### src/rtl/assert_macros.svh
// assertion macros shared by the bellman-ford core modules
// expects clk_i and rst_ni in the scope where a macro is used
`ifndef ASSERT_MACROS_SVH
`define ASSERT_MACROS_SVH

// property that must hold at every clock edge out of reset
`define BFSP_ASSERT(name, expr) \
  name: assert property (@(posedge clk_i) disable iff (!rst_ni) (expr)) \
    else $error("bfsp assertion failed");

// same-cycle implication
`define BFSP_ASSERT_IMP(name, ante, cons) \
  name: assert property (@(posedge clk_i) disable iff (!rst_ni) (ante) |-> (cons)) \
    else $error("bfsp assertion failed");

// next-cycle implication
`define BFSP_ASSERT_NXT(name, ante, cons) \
  name: assert property (@(posedge clk_i) disable iff (!rst_ni) (ante) |=> (cons)) \
    else $error("bfsp assertion failed");

`endif

### src/rtl/bfsp_pkg.sv
// shared types and constants of the bellman-ford shortest path core
// no dependencies
package bfsp_pkg;

  localparam int CMD_W    = 2;
  localparam int VCOUNT_W = 7;
  localparam int DIST_W   = 32;

  // input commands
  localparam logic [CMD_W-1:0] CMD_ADD   = 2'd0;
  localparam logic [CMD_W-1:0] CMD_CLEAR = 2'd1;
  localparam logic [CMD_W-1:0] CMD_RUN   = 2'd2;

  // register map, index of each register
  localparam int REG_VERTEX_COUNT = 0;
  localparam logic [VCOUNT_W-1:0] VCOUNT_RESET = 7'd64;

  localparam logic signed [DIST_W-1:0] DIST_MAX = 32'sh7fff_ffff;
  localparam logic signed [DIST_W-1:0] DIST_MIN = 32'sh8000_0000;

  // source of the distance store write data
  typedef enum logic [1:0] {
    DW_CLEAR,
    DW_SOURCE,
    DW_RELAX
  } dwr_sel_e;

  // controller to datapath
  typedef struct packed {
    logic     edge_we;
    logic     dist_we;
    dwr_sel_e dist_wsel;
    logic     rd_out;
    logic     out_load;
    logic     out_last;
    logic     flag_clr;
    logic     flag_chk;
  } dp_cmd_t;

  // datapath to controller
  typedef struct packed {
    logic fall;
    logic out_free;
  } dp_sts_t;

endpackage

### src/rtl/bfsp_ctrl.sv
// controller of the bellman-ford core: command decode, sweep and pass sequencing
// depends on bfsp_pkg and assert_macros.svh
`include "assert_macros.svh"
module bfsp_ctrl #(
  parameter int MAX_VERTICES = 64,
  parameter int MAX_EDGES    = 1024
) (
  input  logic                                  clk_i,
  input  logic                                  rst_ni,
  input  logic                                  in_valid_i,
  output logic                                  in_ready_o,
  input  logic [bfsp_pkg::CMD_W-1:0]            in_cmd_i,
  input  logic [$clog2(MAX_VERTICES)-1:0]       in_src_i,
  input  logic [$clog2(MAX_VERTICES+1)-1:0]     n_i,
  input  bfsp_pkg::dp_sts_t                     sts_i,
  output bfsp_pkg::dp_cmd_t                     cmd_o,
  output logic [((MAX_EDGES > 1) ? $clog2(MAX_EDGES) : 1)-1:0] edge_waddr_o,
  output logic [((MAX_EDGES > 1) ? $clog2(MAX_EDGES) : 1)-1:0] edge_raddr_o,
  output logic [$clog2(MAX_VERTICES)-1:0]       vidx_o,
  output logic [$clog2(MAX_VERTICES+1)-1:0]     n_o
);
  localparam int VW  = $clog2(MAX_VERTICES);
  localparam int NW  = $clog2(MAX_VERTICES + 1);
  localparam int EAW = (MAX_EDGES > 1) ? $clog2(MAX_EDGES) : 1;
  localparam int ETW = EAW + 1;
  localparam logic [ETW-1:0] ETOT_MAX = ETW'(MAX_EDGES);

  localparam logic [2:0] ST_IDLE   = 3'd0;
  localparam logic [2:0] ST_CLEAR  = 3'd1;
  localparam logic [2:0] ST_SOURCE = 3'd2;
  localparam logic [2:0] ST_PASS   = 3'd3;
  localparam logic [2:0] ST_LOOKUP = 3'd4;
  localparam logic [2:0] ST_RELAX  = 3'd5;
  localparam logic [2:0] ST_OUT_RD = 3'd6;
  localparam logic [2:0] ST_OUT_LD = 3'd7;

  logic [2:0]     state_q, state_d;
  logic [ETW-1:0] etot_q, etot_d;
  logic [ETW-1:0] e_q, e_d;
  logic [NW-1:0]  n_q, n_d;
  logic [NW-1:0]  v_q, v_d;
  logic [NW-1:0]  p_q, p_d;
  logic [VW-1:0]  src_q, src_d;
  logic           chk_q, chk_d;
  logic           accept;
  logic           src_in_rng;
  logic           v_last;

  assign accept     = in_valid_i && in_ready_o;
  assign in_ready_o = (state_q == ST_IDLE);
  assign src_in_rng = NW'(src_q) < n_q;
  assign v_last     = (v_q == n_q - NW'(1));

  assign edge_waddr_o = etot_q[EAW-1:0];
  assign edge_raddr_o = e_q[EAW-1:0];
  assign vidx_o       = (state_q == ST_SOURCE) ? src_q : v_q[VW-1:0];
  assign n_o          = n_q;

  always_comb begin
    state_d = state_q;
    etot_d  = etot_q;
    e_d     = e_q;
    n_d     = n_q;
    v_d     = v_q;
    p_d     = p_q;
    src_d   = src_q;
    chk_d   = chk_q;
    cmd_o   = '0;
    cmd_o.dist_wsel = bfsp_pkg::DW_CLEAR;
    cmd_o.out_last  = v_last;

    case (state_q)
      ST_IDLE: begin
        if (accept) begin
          case (in_cmd_i)
            bfsp_pkg::CMD_ADD: begin
              if (etot_q != ETOT_MAX) begin
                cmd_o.edge_we = 1'b1;
                etot_d        = etot_q + ETW'(1);
              end
            end
            bfsp_pkg::CMD_CLEAR: begin
              etot_d = '0;
            end
            bfsp_pkg::CMD_RUN: begin
              cmd_o.flag_clr = 1'b1;
              n_d     = n_i;
              src_d   = in_src_i;
              v_d     = '0;
              state_d = ST_CLEAR;
            end
            default: begin
            end
          endcase
        end
      end
      ST_CLEAR: begin
        cmd_o.dist_we   = 1'b1;
        cmd_o.dist_wsel = bfsp_pkg::DW_CLEAR;
        v_d = v_q + NW'(1);
        if (v_last) begin
          if (src_in_rng) begin
            state_d = ST_SOURCE;
          end else begin
            v_d     = '0;
            state_d = ST_OUT_RD;
          end
        end
      end
      ST_SOURCE: begin
        cmd_o.dist_we   = 1'b1;
        cmd_o.dist_wsel = bfsp_pkg::DW_SOURCE;
        e_d     = '0;
        p_d     = '0;
        chk_d   = (n_q == NW'(1));
        state_d = ST_PASS;
      end
      ST_PASS: begin
        if (e_q == etot_q) begin
          e_d = '0;
          if (chk_q) begin
            v_d     = '0;
            state_d = ST_OUT_RD;
          end else begin
            p_d   = p_q + NW'(1);
            chk_d = (p_q + NW'(1) == n_q - NW'(1));
          end
        end else begin
          state_d = ST_LOOKUP;
        end
      end
      ST_LOOKUP: begin
        state_d = ST_RELAX;
      end
      ST_RELAX: begin
        cmd_o.dist_we   = !chk_q;
        cmd_o.dist_wsel = bfsp_pkg::DW_RELAX;
        cmd_o.flag_chk  = chk_q;
        e_d = e_q + ETW'(1);
        if (chk_q && sts_i.fall) begin
          v_d     = '0;
          state_d = ST_OUT_RD;
        end else begin
          state_d = ST_PASS;
        end
      end
      ST_OUT_RD: begin
        cmd_o.rd_out = 1'b1;
        state_d      = ST_OUT_LD;
      end
      ST_OUT_LD: begin
        cmd_o.rd_out   = 1'b1;
        cmd_o.out_load = 1'b1;
        if (sts_i.out_free) begin
          v_d     = v_q + NW'(1);
          state_d = v_last ? ST_IDLE : ST_OUT_RD;
        end
      end
      default: begin
        state_d = ST_IDLE;
      end
    endcase
  end

  always_ff @(posedge clk_i or negedge rst_ni) begin
    if (!rst_ni) begin
      state_q <= ST_IDLE;
      etot_q  <= '0;
      e_q     <= '0;
      n_q     <= NW'(1);
      v_q     <= '0;
      p_q     <= '0;
      src_q   <= '0;
      chk_q   <= 1'b0;
    end else begin
      state_q <= state_d;
      etot_q  <= etot_d;
      e_q     <= e_d;
      n_q     <= n_d;
      v_q     <= v_d;
      p_q     <= p_d;
      src_q   <= src_d;
      chk_q   <= chk_d;
    end
  end

  `BFSP_ASSERT(a_etot_bound, etot_q <= ETOT_MAX)
  `BFSP_ASSERT_IMP(a_relax_after_lookup, state_q == ST_RELAX, $past(state_q) == ST_LOOKUP)
  `BFSP_ASSERT_IMP(a_pass_bound, state_q == ST_PASS, p_q < n_q)
  `BFSP_ASSERT_IMP(a_edge_bound, state_q == ST_LOOKUP, e_q < etot_q)
endmodule

### config.mk
export PLATFORM = sky130hd
export DESIGN_NAME = bfsp_ctrl
export DESIGN_NICKNAME = d
export VERILOG_FILES = /design/src/rtl/bfsp_pkg.sv /design/src/rtl/bfsp_ctrl.sv
export VERILOG_INCLUDE_DIRS = /design/src /design/src/rtl
export SDC_FILE = /design/constraint.sdc
export NUM_CORES = 1
export LEC_CHECK = 0
export BUFFER_PORTS_ARGS = -buffer_cell sky130_fd_sc_hd__buf_4
export CAP_MARGIN = 15
export CORE_UTILIZATION = 50
export DETAILED_ROUTE_END_ITERATION = 10
export HOLD_SLACK_MARGIN = 0.12
export PLACE_DENSITY = 0.73
export SYNTH_ARGS = -nofsm -noshare
export SYNTH_HDL_FRONTEND = slang
export SYNTH_SLANG_ARGS = --single-unit
### constraint.sdc
create_clock -name clk_i -period 3.1 [get_ports clk_i]
set_input_delay 0.155 -clock clk_i [delete_from_list [all_inputs] [get_ports clk_i]]
set_output_delay 0.155 -clock clk_i [all_outputs]
set_load 0.03 [all_outputs]
# Word-level counts from Yosys, hierarchy flattened

Index checks and enable logic that the tools add are counted.
Widths: inputs -> output; s select.

Register bits after elaboration: 53
Input bits: 20
Output and inout bits: 43
Logic and storage cells: 96

Add/sub/neg operators: 5
Order comparisons: 1
Equality and inequality tests: 24
Multiplexer cells: 41
Reduce and logical (&&, ||, !) cells: 17

Operator list:

| kind                  | count |
|---|---|
| $mux 7                | 10 |
| $pmux 7 s5            | 1 |
| $pmux 11 s3           | 1 |
| $mux 3                | 9 |
| $pmux 3 s8            | 1 |
| $add 11x1->11 const B | 2 |
| $mux 11               | 2 |
| $pmux 11 s2           | 1 |
| $add 7x1->7 const B   | 2 |
| $eq 7x7->1            | 2 |
| $ne 2x2->1 const B    | 7 |
| $pmux 7 s2            | 1 |
| $eq 3x3->1 const B    | 4 |
| $mux 1                | 12 |
| $eq 11x11->1          | 1 |
| $ne 11x11->1 const B  | 1 |
| $pmux 3 s3            | 1 |
| $eq 7x1->1 const B    | 1 |
| $lt 6x7->1            | 1 |
| $reduce_and 7->1      | 1 |
| $sub 7x1->7 const B   | 1 |
| $eq 3x2->1 const B    | 2 |
| $mux 6                | 1 |
| $reduce_and 3->1      | 2 |
| 17 further kinds      | 21 |

# Longest topological paths before layout

Word-level depth: 5
Depth in mapped cells: 9
Mapped depth without buffers: 9

# Worst setup path before layout

Ideal clock, no wire load.

Kind: register to register
From: reg state_q[1]
To: reg etot_q[0]
Library setup time: 67 ps
Arrival time: 2,452 ps
Data required time: 3,033 ps
Path slack: 581 ps
Stages on the path, launching flop included: 7
Buffers on the path: 1
Clock period less this slack: 2,519 ps
Cell sequence: dfrtp_1 > buf_2 > nor3_1 > and3b_1 > o21ai_1 > nor2_1 > mux2_2

Word-level cells in the longest chain between the ends: 3

RTL lines:

| item                                | RTL line         | RTL |
|---|---|---|
| start, declared                     | bfsp_ctrl.sv:37  | `logic [2:0] state_q, state_d;` |
| start signal, assigned              | bfsp_ctrl.sv:176 | `state_q <= state_d;` |
| $logic_not 3->1 *                   | bfsp_ctrl.sv:50  | `assign in_ready_o = (state_q == ST_IDLE);` |
| via in_ready_o                      | bfsp_ctrl.sv:11  | `output logic in_ready_o,` |
| $logic_and 1x1->1                   | bfsp_ctrl.sv:49  | `assign accept = in_valid_i && in_ready_o;` |
| $reduce_and 4->1 (no source line) * | -                |  |
| end signal, assigned                | bfsp_ctrl.sv:177 | `etot_q <= etot_d;` |
| end, declared                       | bfsp_ctrl.sv:38  | `logic [ETW-1:0] etot_q, etot_d;` |

The timed path passes the listed nets; every way through them passes the cells marked *.
A chain may end at the register's enable or synchronous reset.

==> impl_metrics.csv <==
group,metric,value,unit
status,status,"complete, no violations",
worst_setup_path,cp-end-kind,"primary output",
floorplanning,initial_utilization,52.0,%
place,hpwl,5980,um
finish,mostFrequentLayoutCell,"buf_4",
finish,design_area,4210,um^2
synthesis,syn-instance-count,386,
hold_path,whs_path_depth,3,
clocking,htreeDepth,2,
place,gp_congestion,0.857,
grt,groute.usage.overall,23.4,%
floorplanning,fp.coreArea,6790,um^2
worst_setup_path,crit_top_cell,"xnor2_1",
sta,fin_hold_ws,281,ps
worst_setup_path,required,2940,ps
worst_setup_path,crit_start,"n_o[0]",
hold_path,hold_class,"input pin to flop",
sta,fin_worst_skew,8.14,ps
clocking,cts.path.max_buffers,2,
place,dpl.cell_count,513,
clocking,post_cts_resized,0,
detailed_routing,vias,2942,
sta,slew-limit-headroom,53.7,%
finish,layout.nets,471,
synthesis,syn-mean-instance-area,9.16,um^2
synthesis,yosysSeqAreaShare,37.6,%
synthesis,yosys.area.top_type,"dfrtp_1",
sta,rsz0062_at_grt,"no",
floorplanning,io_pins,63,
sta,slew_violations,0,
clocking,cts_sinks,53,
power_and_ir_drop,cellPowerDensity,818,nW/um^2
synthesis,synth.distinct_cells,57,
worst_setup_path,rr_startpoint,"n_o[0]",
finish,area_growth,19.0,%
worst_setup_path,r2r_slack,490,ps
power_and_ir_drop,vdd_drop_max,0.539,mV
worst_setup_path,cpPeakStageDelay,630,ps
clocking,clock_latency,320,ps
synthesis,netlist.area_leader.share,36.8,%
worst_setup_path,path_max_fanout,7,
floorplanning,chipHeight,86.1,um
worst_setup_path,cp.arrival,2470,ps
detailed_routing,via_per_inst,5.49,
synthesis,synth_nets,418,
finish,num_antenna_cells,0,
worst_setup_path,cp_slowest_cell,"dfstp_2",
sta,timing.setup.tns,0,ps
floorplanning,die_area,7410,um^2
hold_path,hold_path_end,"state_q[0]",
finish,post_layout_nonfiller_instances,536,
worst_setup_path,critical_path_class,"flop to primary output",
clocking,ctsRootBufferMaster,"clkbuf_8",
synthesis,netlist_top_cells_area,"dfrtp_1 37%, xnor2_1 8.4%, buf_4 4.5%",
floorplanning,fp.dieW,86.1,um
detailed_routing,dr.first_iter.drc_count,171,
sta,finalWorstPathRequiredPeriod,2630,ps
grt,overflow,0,
detailed_routing,detail-route-antenna-nets,0,
worst_setup_path,r2r-end,"v_q[0]",
sta,timing.fmax,380,MHz
sta,setup_viol_count_final,0,
clocking,cts_made_buffers,5,
finish,drive_gt1_share,21.4,%
synthesis,syn_area,3530,um^2
grt,antenna_found_initial,0,
worst_setup_path,crit_chain,"inv_1 > ha_1 > xnor2_1 > xnor2_1 > nand4_1 > nor2_1 > buf_4",
worst_setup_path,start_kind,"flop",
clocking,cts_tree,"done",
worst_setup_path,cp_top_family,"flip-flops",
hold_path,hold_path.startpoint,"in_cmd_i[0]",
power_and_ir_drop,p_leak,1.96,nW
synthesis,synth_top_flop_cell,"dfrtp_1",
run,max_cap_viol_count,0,
place,place_area,3940,um^2
worst_setup_path,r2r_cells,9,
sta,hold_viol_final,0,
floorplanning,rows,30,
sta,finalCritPeriodShare,84.8,%
detailed_routing,first_pass_iters,4,
synthesis,synth_seq_cells,53,
clocking,clkTransAtPathRegs,100,ps
sta,tightest_slew,694,ps
detailed_routing,drcViolationCount,0,
detailed_routing,drt-total-wl,8150,um
place,portBuffers,62,
grt,grt_pass1_vias,2792,
grt,grt_max_degree,54,
grt,grt_first_pass_wirelength,13500,um
synthesis,synthArstFlopShare,100,%
synthesis,synth_edf_count,0,
finish,final_cell_mix,"64 x buf_4, 52 x dfrtp_1, 37 x nand2_1",
synthesis,yosysWarnings,0,
detailed_routing,wl_per_cell,15.2,um
worst_setup_path,critPathBufInv,2,
-- worst max-delay path by stage --
| stage | slack (ps) | cells after the start | to |
|---|---|---|---|
| floorplan | 580 | 6 | etot_q[0] |
| global placement | 610 | 9 | v_q[0] |
| detailed placement | 500 | 9 | v_q[0] |
| CTS | 480 | 7 | cmd_o[2] |
| global route | 370 | 9 | v_q[0] |
| finish | 470 | 7 | cmd_o[2] |
-- cells in the mapped netlist, drive strengths merged (3+ instances only) --
| cell | instances |
|---|---|
| clkbuf | 10 |
| xnor3 | 3 |
| a22o | 5 |
| and2 | 3 |
| nand2b | 5 |
| ha | 12 |
| nand4 | 10 |
| o2bb2ai | 3 |
| nand2 | 37 |
| a21oi | 6 |
| nor3 | 6 |
| and3 | 13 |
| o21ai | 25 |
| nand3 | 20 |
| buf | 23 |
| mux2 | 9 |
| nor4 | 5 |
| a31oi | 6 |
| o21a | 4 |
| nor2b | 3 |
| o22ai | 3 |
| xnor2 | 34 |
| inv | 15 |
| a21boi | 4 |
| dfrtp | 52 |
| nor2 | 30 |
| xor2 | 12 |
-- registers in the layout (all words and copies together) (netlist names) --
| name | flops |
|---|---|
| chk_q | 1 |
| e_q | 11 |
| etot_q | 11 |
| n_o | 7 |
| p_q | 7 |
| src_q | 6 |
| state_q | 3 |
| v_q | 7 |
-- stage by stage --
stage / worst slack (ps) / util [%] / total power [W]
5_1_grt: 370 / 61.9 / 0.00367
3_5_place_dp: 500 / 58.0 / 0.00292
3_3_place_gp: 605 / 58.0 / 0.00287
4_1_cts: 476 / 61.9 / 0.00344
6_report: 472 / 61.9 / 0.00344
2_1_floorplan: 581 / - / 0.00243
-- worst register-to-register path, cell delays in order, from the launching register on --
cell	delay, ps
dfstp_2	630
inv_1	80
ha_1	240
xnor2_1	320
xnor2_1	160
nand4_1	110
and4b_4	370
a2bb2oi_2	240
nor3_4	90
mux2_2	270
-- cell type report --
cell class,count,area [um^2]
timing repair buffer,79,631
inverter,17,63.8
fill,569,2590
sequential,53,1330
clock buffer,6,82.6
clock inverter,2,37.5
tap,96,120
multi-input combinational,283,1950
-- timing repair --
item / CTS / global route
setup buffers: 0 / 0
hold buffers: 15 / 0
hold endpoints to repair: 66 / 0
-- metal layers --
| layer | vias to the layer above | global-route usage [%] | wire length [um] |
|---|---|---|---|
| li1 | 1433 | - | - |
| met1 | 1438 | 29.9 | 3670 |
| met2 | 61 | 41.0 | 4020 |
| met3 | 10 | 3.18 | 333 |
| met4 | 0 | 7.27 | 126 |
| met5 | - | 0 | 0 |
-- logic make-up (layout without fill, tap and decap cells) --
family,Yosys count,count (layout),synth area share (%)
adders and majority gates,12,12,4.25
muxes,10,10,3.15
DFF,53,53,37.6
AOI/OAI and AO/OA,71,71,13.3
xor gates and xnor gates,49,49,13.3
and+or+nand+nor,141,141,20.8
buffers and inverters,50,104,7.58
-- where the power goes --
group	switching (W)	total [W]	internal (W)
clock network	0.000246	0.000509	0.000263
registers	0.000296	0.00115	0.000851
logic	0.000997	0.00178	0.000788
total	0.00154	0.00344	0.00190
(Power assumes the default switching activity.)
